File: src/sv/slcd_pkg.sv
// shared types and constants for the sync/length/checksum deframer
// no dependencies; imported by sync_length_checksum_deframer_top
package slcd_pkg;

    // field widths
    localparam int unsigned ByteW   = 8;
    localparam int unsigned LimitW  = 4;
    localparam int unsigned LeftW   = 9;
    localparam int unsigned AddrW   = 3;
    localparam int unsigned ApbW    = 32;

    // register reset values
    localparam logic [ByteW-1:0]  SyncReset  = 8'd19;
    localparam logic [LimitW-1:0] LimitReset = 4'd3;

    // register indexes, decoded from paddr[2]
    localparam logic RegSync  = 1'b0;
    localparam logic RegLimit = 1'b1;

    // input item kind carried on the slave tuser
    localparam logic FuncByte = 1'b0;
    localparam logic FuncTick = 1'b1;

    // result status carried on the master tuser
    typedef enum logic [1:0] {
        ST_DATA  = 2'd0,
        ST_GOOD  = 2'd1,
        ST_BAD   = 2'd2,
        ST_ABORT = 2'd3
    } status_t;

endpackage

File: src/sv/sync_length_checksum_deframer_top.sv
// sync/length/checksum deframer: hunts a sync byte, passes packet bytes on
// and flags the closing byte with a sum-to-zero verdict or a timeout abort
// depends on slcd_pkg
//
//  channel  | dir | handshake                    | payload
//  ---------+-----+------------------------------+--------------------------------
//  s_*      | in  | s_tvalid / s_tready          | tdata = rx_byte, tuser = func
//  m_*      | out | m_tvalid / m_tready          | tdata = data_byte, tlast = last,
//           |     |                              | tuser = status
//  apb      | in  | psel, penable, pwrite, pready| paddr 0 sync_value, 4 timeout_limit
//
// one request is taken per cycle while s_tready is high; it passes the input
// register, then the frame state update, into the result register
// both stages advance together whenever the result register is empty or being
// taken; a stall on m_tready with the input register full holds s_tready low
// rst_n clears the frame state, the valid flags and the registers to their
// reset values (sync 19, limit 3)
module sync_length_checksum_deframer_top (
    input  logic                         clk,
    input  logic                         rst_n,
    // slave stream
    input  logic                         s_tvalid,
    output logic                         s_tready,
    input  logic [slcd_pkg::ByteW-1:0]   s_tdata,   // [7:0] rx_byte
    input  logic                         s_tuser,   // [0] func
    // master stream
    output logic                         m_tvalid,
    input  logic                         m_tready,
    output logic [slcd_pkg::ByteW-1:0]   m_tdata,   // [7:0] data_byte
    output logic                         m_tlast,
    output logic [1:0]                   m_tuser,   // [1:0] status
    // configuration
    input  logic                         psel,
    input  logic                         penable,
    input  logic                         pwrite,
    input  logic [slcd_pkg::AddrW-1:0]   paddr,
    input  logic [slcd_pkg::ApbW-1:0]    pwdata,
    output logic [slcd_pkg::ApbW-1:0]    prdata,
    output logic                         pready
);
    import slcd_pkg::*;

    typedef enum logic [1:0] {
        PH_HUNT = 2'd0,
        PH_LEN  = 2'd1,
        PH_BODY = 2'd2
    } phase_t;

    // configuration registers
    logic [ByteW-1:0]  sync_reg;
    logic [LimitW-1:0] limit_reg;

    // input register
    logic              in_valid_reg;
    logic              in_func_reg;
    logic [ByteW-1:0]  in_byte_reg;

    // frame state
    phase_t            phase_reg,   phase_next;
    logic [LeftW-1:0]  left_reg,    left_next;
    logic [ByteW-1:0]  sum_reg,     sum_next;
    logic [LimitW-1:0] to_reg,      to_next;

    // result register
    logic              out_valid_reg, out_valid_next;
    logic [ByteW-1:0]  out_byte_reg,  out_byte_next;
    logic              out_last_reg,  out_last_next;
    status_t           out_status_reg, out_status_next;

    logic              advance;
    logic [ByteW-1:0]  sum_add;

    // apb: always ready, write on access phase
    assign pready = 1'b1;

    always_ff @(posedge clk or negedge rst_n)
    begin
        if (!rst_n)
        begin
            sync_reg  <= SyncReset;
            limit_reg <= LimitReset;
        end
        else if (psel && penable && pwrite && pready)
        begin
            unique case (paddr[2])
                RegSync:  sync_reg  <= pwdata[ByteW-1:0];
                RegLimit: limit_reg <= pwdata[LimitW-1:0];
                default:  ;
            endcase
        end
    end

    // register read back
    always_comb
    begin
        unique case (paddr[2])
            RegSync:  prdata = {{(ApbW-ByteW){1'b0}}, sync_reg};
            RegLimit: prdata = {{(ApbW-LimitW){1'b0}}, limit_reg};
            default:  prdata = '0;
        endcase
    end

    // both stages move when the result slot is free or being taken
    assign advance  = !out_valid_reg || m_tready;
    assign s_tready = !in_valid_reg || advance;

    // input register
    always_ff @(posedge clk or negedge rst_n)
    begin
        if (!rst_n)
        begin
            in_valid_reg <= 1'b0;
        end
        else if (s_tready)
        begin
            in_valid_reg <= s_tvalid;
        end
    end

    always_ff @(posedge clk)
    begin
        if (s_tvalid && s_tready)
        begin
            in_func_reg <= s_tuser;
            in_byte_reg <= s_tdata;
        end
    end

    assign sum_add = sum_reg + in_byte_reg;

    // frame state update and result
    always_comb
    begin
        phase_next      = phase_reg;
        left_next       = left_reg;
        sum_next        = sum_reg;
        to_next         = to_reg;
        out_valid_next  = 1'b0;
        out_byte_next   = in_byte_reg;
        out_last_next   = 1'b0;
        out_status_next = ST_DATA;

        if (in_valid_reg)
        begin
            unique case (phase_reg)
                PH_LEN, PH_BODY:
                begin
                    if (in_func_reg == FuncTick)
                    begin
                        // one tick more than the limit aborts the packet
                        if (to_reg >= limit_reg)
                        begin
                            phase_next      = PH_HUNT;
                            left_next       = '0;
                            sum_next        = '0;
                            to_next         = '0;
                            out_valid_next  = 1'b1;
                            out_byte_next   = '0;
                            out_last_next   = 1'b1;
                            out_status_next = ST_ABORT;
                        end
                        else
                        begin
                            to_next = to_reg + 1'b1;
                        end
                    end
                    else if (phase_reg == PH_LEN)
                    begin
                        // length byte: L+1 body bytes follow
                        phase_next     = PH_BODY;
                        sum_next       = sum_add;
                        left_next      = {1'b0, in_byte_reg} + 1'b1;
                        to_next        = '0;
                        out_valid_next = 1'b1;
                    end
                    else if (left_reg == LeftW'(1))
                    begin
                        // checksum byte closes the packet
                        phase_next      = PH_HUNT;
                        left_next       = '0;
                        sum_next        = '0;
                        to_next         = '0;
                        out_valid_next  = 1'b1;
                        out_last_next   = 1'b1;
                        out_status_next = (sum_add == '0) ? ST_GOOD : ST_BAD;
                    end
                    else
                    begin
                        sum_next       = sum_add;
                        left_next      = left_reg - 1'b1;
                        out_valid_next = 1'b1;
                    end
                end
                default:
                begin
                    // hunting: only the sync byte opens a packet
                    if (in_func_reg == FuncByte && in_byte_reg == sync_reg)
                    begin
                        phase_next     = PH_LEN;
                        sum_next       = in_byte_reg;
                        left_next      = '0;
                        to_next        = '0;
                        out_valid_next = 1'b1;
                    end
                end
            endcase
        end
    end

    // state and result register
    always_ff @(posedge clk or negedge rst_n)
    begin
        if (!rst_n)
        begin
            phase_reg     <= PH_HUNT;
            left_reg      <= '0;
            sum_reg       <= '0;
            to_reg        <= '0;
            out_valid_reg <= 1'b0;
        end
        else if (advance)
        begin
            phase_reg     <= phase_next;
            left_reg      <= left_next;
            sum_reg       <= sum_next;
            to_reg        <= to_next;
            out_valid_reg <= out_valid_next;
        end
    end

    always_ff @(posedge clk)
    begin
        if (advance)
        begin
            out_byte_reg   <= out_byte_next;
            out_last_reg   <= out_last_next;
            out_status_reg <= out_status_next;
        end
    end

    assign m_tvalid = out_valid_reg;
    assign m_tdata  = out_byte_reg;
    assign m_tlast  = out_last_reg;
    assign m_tuser  = out_status_reg;

`ifndef SYNTHESIS
    // only packet-closing results carry a verdict
    a_last_verdict: assert property (@(posedge clk) disable iff (!rst_n)
        m_tvalid |-> (m_tlast == (m_tuser != ST_DATA)))
        else $error("tlast and status disagree");

    // abort results carry a zero byte
    a_abort_zero: assert property (@(posedge clk) disable iff (!rst_n)
        (m_tvalid && m_tuser == ST_ABORT) |-> (m_tdata == '0))
        else $error("abort result with nonzero data");

    // body always has bytes due, other phases none
    a_body_left: assert property (@(posedge clk) disable iff (!rst_n)
        (phase_reg == PH_BODY) == (left_reg != '0))
        else $error("byte count out of step with phase");

    // a result held under stall stops the input side
    a_stall_blocks: assert property (@(posedge clk) disable iff (!rst_n)
        (out_valid_reg && !m_tready && in_valid_reg) |-> !s_tready)
        else $error("input taken while both stages are full");
`endif

endmodule
File: config.mk
export PLATFORM = sky130hd
export DESIGN_NAME = sync_length_checksum_deframer_top
export DESIGN_NICKNAME = d
export VERILOG_FILES = /design/src/sv/slcd_pkg.sv /design/src/sv/sync_length_checksum_deframer_top.sv
export SDC_FILE = /design/constraint.sdc
export NUM_CORES = 1
export LEC_CHECK = 0
export BUFFER_PORTS_ARGS = -buffer_cell sky130_fd_sc_hd__buf_2
export CORE_ASPECT_RATIO = 1.5
export CORE_MARGIN = 3
export CORE_UTILIZATION = 35
export CTS_CLUSTER_DIAMETER = 40
export DETAILED_ROUTE_END_ITERATION = 12
export PLACE_DENSITY = 0.62
export SYNTH_ARGS = -nofsm -noshare
export SYNTH_HDL_FRONTEND = slang
export SYNTH_SLANG_ARGS = --single-unit
File: constraint.sdc
create_clock -name clk -period 3.5 [get_ports clk]
set_input_delay 0.175 -clock clk [delete_from_list [all_inputs] [get_ports clk]]
set_output_delay 0.175 -clock clk [all_outputs]
set_load 0.005 [all_outputs]
==> out/metrics.cfg, run 1 <==
[sta]
fin_ws_ns = 0.539
report.final.slew_viol_count = 0
relSlewSlack_pct = 41.3
tns_ns = 0
hold_viol_final = 0
skew_ns = 0.00458
worst_slew_pin_slew_ns = 0.880
finalCriticalPeriod_ns = 2.96
fmax_ghz = 0.338
grt_setup_unrepaired = no
finalCritPeriodShare_pct = 84.6
setup_violations = 0

[clock_network]
clk_pin_slew_worst_paths_ns = 0.05
ctsResizeCount = 0
cts_buffer_depth = 2
cts_tree = yes
clock_latency_ns = 0.34
cts_max_level = 3
cts_made_buffers = 9
clockRootBuffer = clkbuf_16
cts_sinks = 57

[layout]
layout-drive-gt1-share_pct = 23.4
regArea_mm2 = 0.00153
fin_nets = 449
final_area_mm2 = 0.00398
multi_input_area_mm2 = 0.00166
syn2layout_area_growth_pct = 17.0
diodes = 0
nFillCells = 934
largest_reg_flops = 9

[detailed_routing]
avgViaCountPerCell = 5.08
ant_nets = 0
vias = 2523
wl_um = 7550
dr.pass1.iters = 4
drtIter0Drc = 122
wl_per_cell_um = 15.2
drc = 0

[min_path]
min-delay-start = s_tdata[5]
hp-class = primary input to flop

[synthesis]
synth_edf_count = 20
netlist.top_cell.by_area = dfrtp_1
ys_types = 52
yosysMostFrequentCell = dfrtp_1
synthesis.instances = 331
ys_async_sr_fraction_pct = 64.9
yosysTopAreaCellShare_pct = 23.6
yosys_register_bits = 57
ys_seq_area_share_pct = 45.1
synth_area_leaders = dfrtp_1 24%, edfxtp_1 18%, ha_1 6.3%
ys.flop_type = dfrtp_1
syn_area_per_cell_um2 = 10.3
synth_common_cells = 32 x dfrtp_1, 27 x buf_4, 23 x nand2_1
yosys_warnings = 0
syn_area_mm2 = 0.00340

[floorplan]
die_h_um = 127
die_w_um = 86.4
core_mm2 = 0.00936
rows = 43
initial_core_util_pct = 36.3
io_pins = 97
die_area_mm2 = 0.0109

[setup_path]
crit_arrival_ns = 3.05
max_stage_delay_ns = 0.57
setup.worst_path.start = in_byte_reg[0]
path_cells = ha_1, fa_1, a211oi_2, nor2_1, xnor2_1, nand4_1, or4_1, a41o_1
critPathRequiredTime_ns = 3.59
crit_fanout = 7
critical_path_class = flop to flop
rr_startpoint = in_byte_reg[0]
slowest_stage = or4_1
setup.worst_path.end_class = flop
start_kind = flop

[global_route]
antenna_found_initial = 0
grt_max_degree = 38
grt_pass1_wl_um = 12600
first_global_vias = 2586
overflow = 0
gr-usage-all-layers_pct = 15.1

[job]
max_cap_viol_count = 0

[power]
p_per_area_mw_per_mm2 = 817
vdd_ir_drop_max_v = 0.000455
p_leak_nw = 1.76

[placed_design]
port_buffers = 45
post-dp-hpwl_um = 5620
placed_area_mm2 = 0.00363
place_ws_ns = 0.548
gp_congestion = 0.881

[outcome]
outcome = completed

==> worst max-delay path, delay by kind of cell, from the launching register on <==
kind            cells  cell delay, ns
xor+xnor            1            0.18
flops               1            0.51
simple gates        3            0.78
fa+ha+maj           2            0.71
compound gates      2            0.53
==> power breakdown <==
part           switching, W  leakage (nW)  internal (W)
Clock              0.000324         0.155      0.000622
Combinational      0.000693         0.937      0.000530
Sequential         0.000169         0.669      0.000908
Total               0.00119          1.76       0.00206
==> final cells by class <==
cell class | instances | area share, %
clock inverter | 7 | 2.39
timing repair buffer | 50 | 6.74
inverter | 14 | 1.32
sequential | 57 | 38.6
multi-input combinational | 248 | 41.8
tap | 112 | 3.53
clock buffer | 9 | 5.67
==> timing repair <==
| action | CTS | global route |
|---|---|---|
| hold endpoints to repair | 11 | 1 |
| hold buffers | 1 | 1 |
| setup buffers | 0 | 0 |
==> metal layers <==
metal	global-route usage [%]	share of wire (%)	up-vias
met5	0	0	-
met1	16.5	40	1197
li1	-	-	1227
met2	26.1	52	85
met3	3.70	5.6	14
met4	8.62	2.9	0
==> worst paths after layout <==
| kind | endpoint | slack [ns] | depth (start not counted) |
|---|---|---|---|
| min in group asynchronous | left_reg[5] | 0.50 | 2 |
| min reg2reg | sum_reg[6] | 0.49 | 2 |
| max in group asynchronous | sum_reg[7] | 2.43 | 2 |
| max reg2reg | m_tuser[1] | 0.54 | 8 |
| max | m_tuser[1] | 0.54 | 8 |
| min | in_byte_reg[5] | 0.02 | 1 |
==> metrics by stage <==
stage | utilization (%) | instances | hold WS (ns) | total power (W)
after floorplan | - | 354 | -0.121 | 0.00200
after global placement | 38.8 | 479 | 0.346 | 0.00227
after detailed placement | 38.8 | 479 | 0.353 | 0.00231
after CTS | 42.4 | 496 | 0.00122 | 0.00327
after global routing | 42.5 | 497 | 0.00739 | 0.00350
final | 42.5 | 497 | 0.0170 | 0.00325
==> logic make-up (layout without fill, tap and decap cells) <==
kind of cell,count (synthesis),count (layout),synth area share (%)
and+or+nand+nor,102,102,15.3
AOI/OAI and AO/OA,63,63,12.3
DFF,57,57,45.1
buffers and inverters,49,80,8.51
xor gates and xnor gates,21,21,5.41
muxes,19,19,6.26
adders and majority gates,18,18,6.85
other,2,25,0.221
==> placed cells by master, fill, tap and decap left out, drive strengths merged, types with 9 or more instances in the layout <==
cell,synthesis,final
a21oi,9,9
buf,30,48
clkbuf,5,9
conb,2,25
dfrtp,32,32
edfxtp,20,20
ha,17,17
inv,14,14
mux2,18,18
nand2,23,23
nand3,11,11
nor2,21,21
nor2b,14,14
o21ai,23,23
xnor2,15,15
Note: power is estimated with default switching activity, not from simulation.
==> run 2: changes to the inputs <==
--- a/config.mk
+++ b/config.mk
@@ -5,13 +5,14 @@
 export SDC_FILE = /design/constraint.sdc
 export NUM_CORES = 1
 export LEC_CHECK = 0
+export ABC_AREA = 1
 export BUFFER_PORTS_ARGS = -buffer_cell sky130_fd_sc_hd__buf_2
 export CORE_ASPECT_RATIO = 1.5
 export CORE_MARGIN = 3
 export CORE_UTILIZATION = 35
 export CTS_CLUSTER_DIAMETER = 40
 export DETAILED_ROUTE_END_ITERATION = 12
-export PLACE_DENSITY = 0.62
+export PLACE_DENSITY = 0.61
 export SYNTH_ARGS = -nofsm -noshare
 export SYNTH_HDL_FRONTEND = slang
 export SYNTH_SLANG_ARGS = --single-unit
==> constraint.sdc (replaced) <==
create_clock -name clk -period 3.1 [get_ports clk]
set_input_delay 0.155 -clock clk [delete_from_list [all_inputs] [get_ports clk]]
set_output_delay 0.155 -clock clk [all_outputs]
set_load 0.005 [all_outputs]
==> run 2 against run 1 <==
Combinational power increased by 43%. Critical endpoint is now sum_reg[0]. Clock-buffer cell count increased by 3. Cell count rose by 37%.
==> out/metrics.cfg, run 2 <==
[outcome]
outcome = completed  ; unchanged

[synthesis]
netlist.top_cell.by_area = dfrtp_1  ; unchanged
yosys_register_bits = 57  ; unchanged
synthAdderAreaFrac_pct = 6.24  ; was 6.85%
syn_area_mm2 = 0.00373  ; was 0.00340 mm²
ys_types = 35  ; was 52
ys_async_sr_fraction_pct = 64.9  ; unchanged
yosys.area_share.simple_pct = 27.6  ; was 15.3%
yosys_warnings = 0  ; unchanged
synth_compound_area_share_pct = 10.5  ; was 12.3%
yosysMostFrequentCell = nand2_1  ; was dfrtp_1
synthesis.instances = 483  ; was 331
ys_seq_area_share_pct = 41.1  ; was 45.1%
synth_area_leaders = dfrtp_1 21%, edfxtp_1 16%, nand2_1 14%  ; was dfrtp_1 24%, edfxtp_1 18%, ha_1 6.3%
synth_mux_area_share_pct = 0  ; was 6.26%
synth_edf_count = 20  ; unchanged
syn_area_per_cell_um2 = 7.73  ; was 10.3 µm²
synth_common_cells = 139 x nand2_1, 62 x inv_1, 47 x nor2_1  ; was 32 x dfrtp_1, 27 x buf_4, 23 x nand2_1
ys.flop_type = dfrtp_1  ; unchanged
synth_xor_area_share_pct = 1.64  ; was 5.41%
synth_top_family_by_area = simple AND/OR/NAND/NOR gates  ; unchanged
yosysTopAreaCellShare_pct = 21.5  ; was 23.6%

[setup_path]
critPathRequiredTime_ns = 3.37  ; was 3.59 ns
start_kind = flop  ; unchanged
path_cells = inv_1, ha_1, inv_1, nand2_1, inv_1, nand2_1, inv_1, nand2_1, o21ai_0, nand3_1, nand2_1  ; was ha_1, fa_1, a211oi_2, nor2_1, xnor2_1, nand4_1, or4_1, a41o_1
setup.worst_path.end_class = flop  ; unchanged
critical_path_class = flop to flop  ; unchanged
slowest_stage = ha_1  ; was or4_1
setup.worst_path.start = phase_reg[0]  ; was in_byte_reg[0]
crit_arrival_ns = 2.62  ; was 3.05 ns
r2r_setup_slack_ns = 0.75  ; was 0.54 ns
crit_fanout = 11  ; was 7
r2r_cells = 11  ; was 8
crit_path_end = sum_reg[0]  ; was m_tuser[1]
r2r-end = sum_reg[0]  ; was m_tuser[1]
max_stage_delay_ns = 0.47  ; was 0.57 ns
rr_startpoint = phase_reg[0]  ; was in_byte_reg[0]

[clock_network]
cts_made_buffers = 9  ; unchanged
clockRootBuffer = clkbuf_16  ; unchanged
postCtsHoldBufs = 7  ; was 1
cts_sinks = 57  ; unchanged
ctsResizeCount = 0  ; unchanged
cts_buffer_depth = 2  ; unchanged
postCtsSetupBuffers = 0  ; unchanged
cts_tree = yes  ; unchanged
clock_latency_ns = 0.33  ; was 0.34 ns
cts_max_level = 3  ; unchanged
clk_pin_slew_worst_paths_ns = 0.05  ; about the same

[floorplan]
rows = 45  ; was 43
die_w_um = 90.3  ; was 86.4 µm
die_h_um = 132  ; was 127 µm
initial_core_util_pct = 36.4  ; was 36.3%
io_pins = 97  ; unchanged
core_mm2 = 0.0102  ; was 0.00936 mm²
die_area_mm2 = 0.0120  ; was 0.0109 mm²

[detailed_routing]
wl_per_cell_um = 12.4  ; was 15.2 µm
drc = 0  ; unchanged
drtIter0Drc = 82  ; was 122
dr.pass1.iters = 4  ; unchanged
ant_nets = 0  ; unchanged
vias = 3130  ; was 2,523
avgViaCountPerCell = 4.59  ; was 5.08
wl_um = 8470  ; was 7550 µm

[layout]
diodes = 0  ; unchanged
layout-drive-gt1-share_pct = 14.8  ; was 23.4%
final_cell_mix = 139 x nand2_1, 62 x inv_1, 47 x nor2_1, 45 x buf_2, 32 x dfrtp_1  ; was 45 x buf_2, 32 x dfrtp_1, 25 x conb_1, 23 x nand2_1, 22 x o21ai_0
syn2layout_area_growth_pct = 15.4  ; was 17.0%
final_area_mm2 = 0.00431  ; was 0.00398 mm²
largest_reg_flops = 9  ; unchanged
fin_nets = 605  ; was 449
final_common_cell = nand2_1  ; was buf_2

[sta]
skew_ns = 0.00752  ; was 0.00458 ns
finalCriticalPeriod_ns = 2.35  ; was 2.96 ns
hold_viol_final = 0  ; unchanged
tns_ns = 0  ; unchanged
report.final.slew_viol_count = 0  ; unchanged
fin_ws_ns = 0.747  ; was 0.539 ns
grt_setup_unrepaired = no  ; unchanged
finalCritPeriodShare_pct = 75.9  ; was 84.6%
fmax_ghz = 0.425  ; was 0.338 GHz
hold_ws_ns = 0.00468  ; was 0.0170 ns
setup_violations = 0  ; unchanged
relSlewSlack_pct = 42.1  ; was 41.3%
worst_slew_pin_slew_ns = 0.868  ; was 0.880 ns

[global_route]
antenna_found_initial = 0  ; unchanged
grt_pass1_wl_um = 14600  ; was 12,600 µm
grt_max_degree = 38  ; unchanged
first_global_vias = 3133  ; was 2,586
gr-usage-all-layers_pct = 15.4  ; was 15.1%
overflow = 0  ; unchanged

[placed_design]
post-dp-hpwl_um = 6560  ; was 5620 µm
placed_area_mm2 = 0.00398  ; was 0.00363 mm²
place_ws_ns = 0.749  ; was 0.548 ns
port_buffers = 45  ; unchanged
gp_congestion = 0.858  ; was 0.881

[job]
max_cap_viol_count = 0  ; unchanged

[power]
vdd_ir_drop_max_v = 0.000361  ; was 0.000455 V
power_w = 0.00377  ; was 0.00325 W
p_leak_nw = 2.23  ; was 1.76 nW
p_per_area_mw_per_mm2 = 875  ; was 817 mW/mm²

[min_path]
hp-class = primary input to flop  ; unchanged

==> run 2: cell types whose count changed in the layout (fill, tap and decap cells not counted), moves of 5 or more <==
| cell | previous run | this run |
|---|---|---|
| nor2_1 | 21 | 47 |
| inv_1 | 14 | 62 |
| nand2b_1 | 5 | 0 |
| xnor2_1 | 15 | 3 |
| nand3b_1 | 1 | 9 |
| nor2b_1 | 14 | 0 |
| dlygate4sd3_1 | 2 | 7 |
| nand2_1 | 23 | 139 |
| mux2_2 | 18 | 0 |
| o21ai_2 | 0 | 13 |
| a22oi_1 | 5 | 0 |
| nand3_1 | 11 | 29 |
==> run 2: critical path, delay by kind of cell (launching register included) <==
| kind | cells | cell delay [ns] |
|---|---|---|
| fa+ha+maj | 1 | 0.47 |
| compound gates | 1 | 0.09 |
| simple gates | 5 | 0.57 |
| flops | 1 | 0.37 |
| buf+inv | 4 | 0.77 |
==> run 2: routing by layer <==
metal	part of all wire (%)	global-route usage [%]	vias to the layer above
met1	42	17.5	1409
met5	0	0	-
met3	4.7	2.50	19
met4	3.5	9.71	0
met2	50	26.8	88
li1	-	-	1614
==> run 2: kinds of logic after synthesis <==
| family | Yosys count |
|---|---|
| AO/OA/AOI/OAI | 63 |
| other | 2 |
| buffers and inverters | 96 |
| AND/OR/NAND/NOR | 240 |
| flip-flops | 57 |
| XOR/XNOR | 7 |
| adder cells (fa/ha/maj) | 18 |
==> run 2: where the power goes <==
group          switching, W  total, W  leakage, nW  internal, W
clock              0.000321  0.000853        0.122     0.000532
sequential         0.000157   0.00117        0.669      0.00101
combinational       0.00113   0.00175         1.44     0.000617
total               0.00161   0.00377         2.23      0.00216
==> run 2: how the worst min path moves through the flow <==
stage          startpoint             end  slack (ns)  cells past startpoint
3_3_place_gp        rst_n     left_reg[7]        0.33                      1
2_1_floorplan       rst_n    in_valid_reg       -0.14                      0
4_1_cts        s_tdata[0]  in_byte_reg[0]      0.0002                      1
3_5_place_dp        rst_n     left_reg[7]        0.33                      1
5_1_grt        s_tdata[0]  in_byte_reg[0]       0.007                      1
6_report       s_tdata[0]  in_byte_reg[0]       0.005                      1
==> run 2: metrics by stage <==
stage	utilization, %	instances
after floorplan	-	506
after global placement	38.8	659
after CTS	42.0	682
final	42.0	682
after global routing	42.0	682
after detailed placement	38.8	659
==> run 2: final cells by class <==
cell class | count | area [µm²]
well taps | 141 | 176
inverters | 63 | 236
repair buffers | 52 | 295
clock inverters | 4 | 20.0
fillers | 1077 | 5940
clock buffers | 12 | 236
multi-input cells | 353 | 1810
flip-flops and latches | 57 | 1530
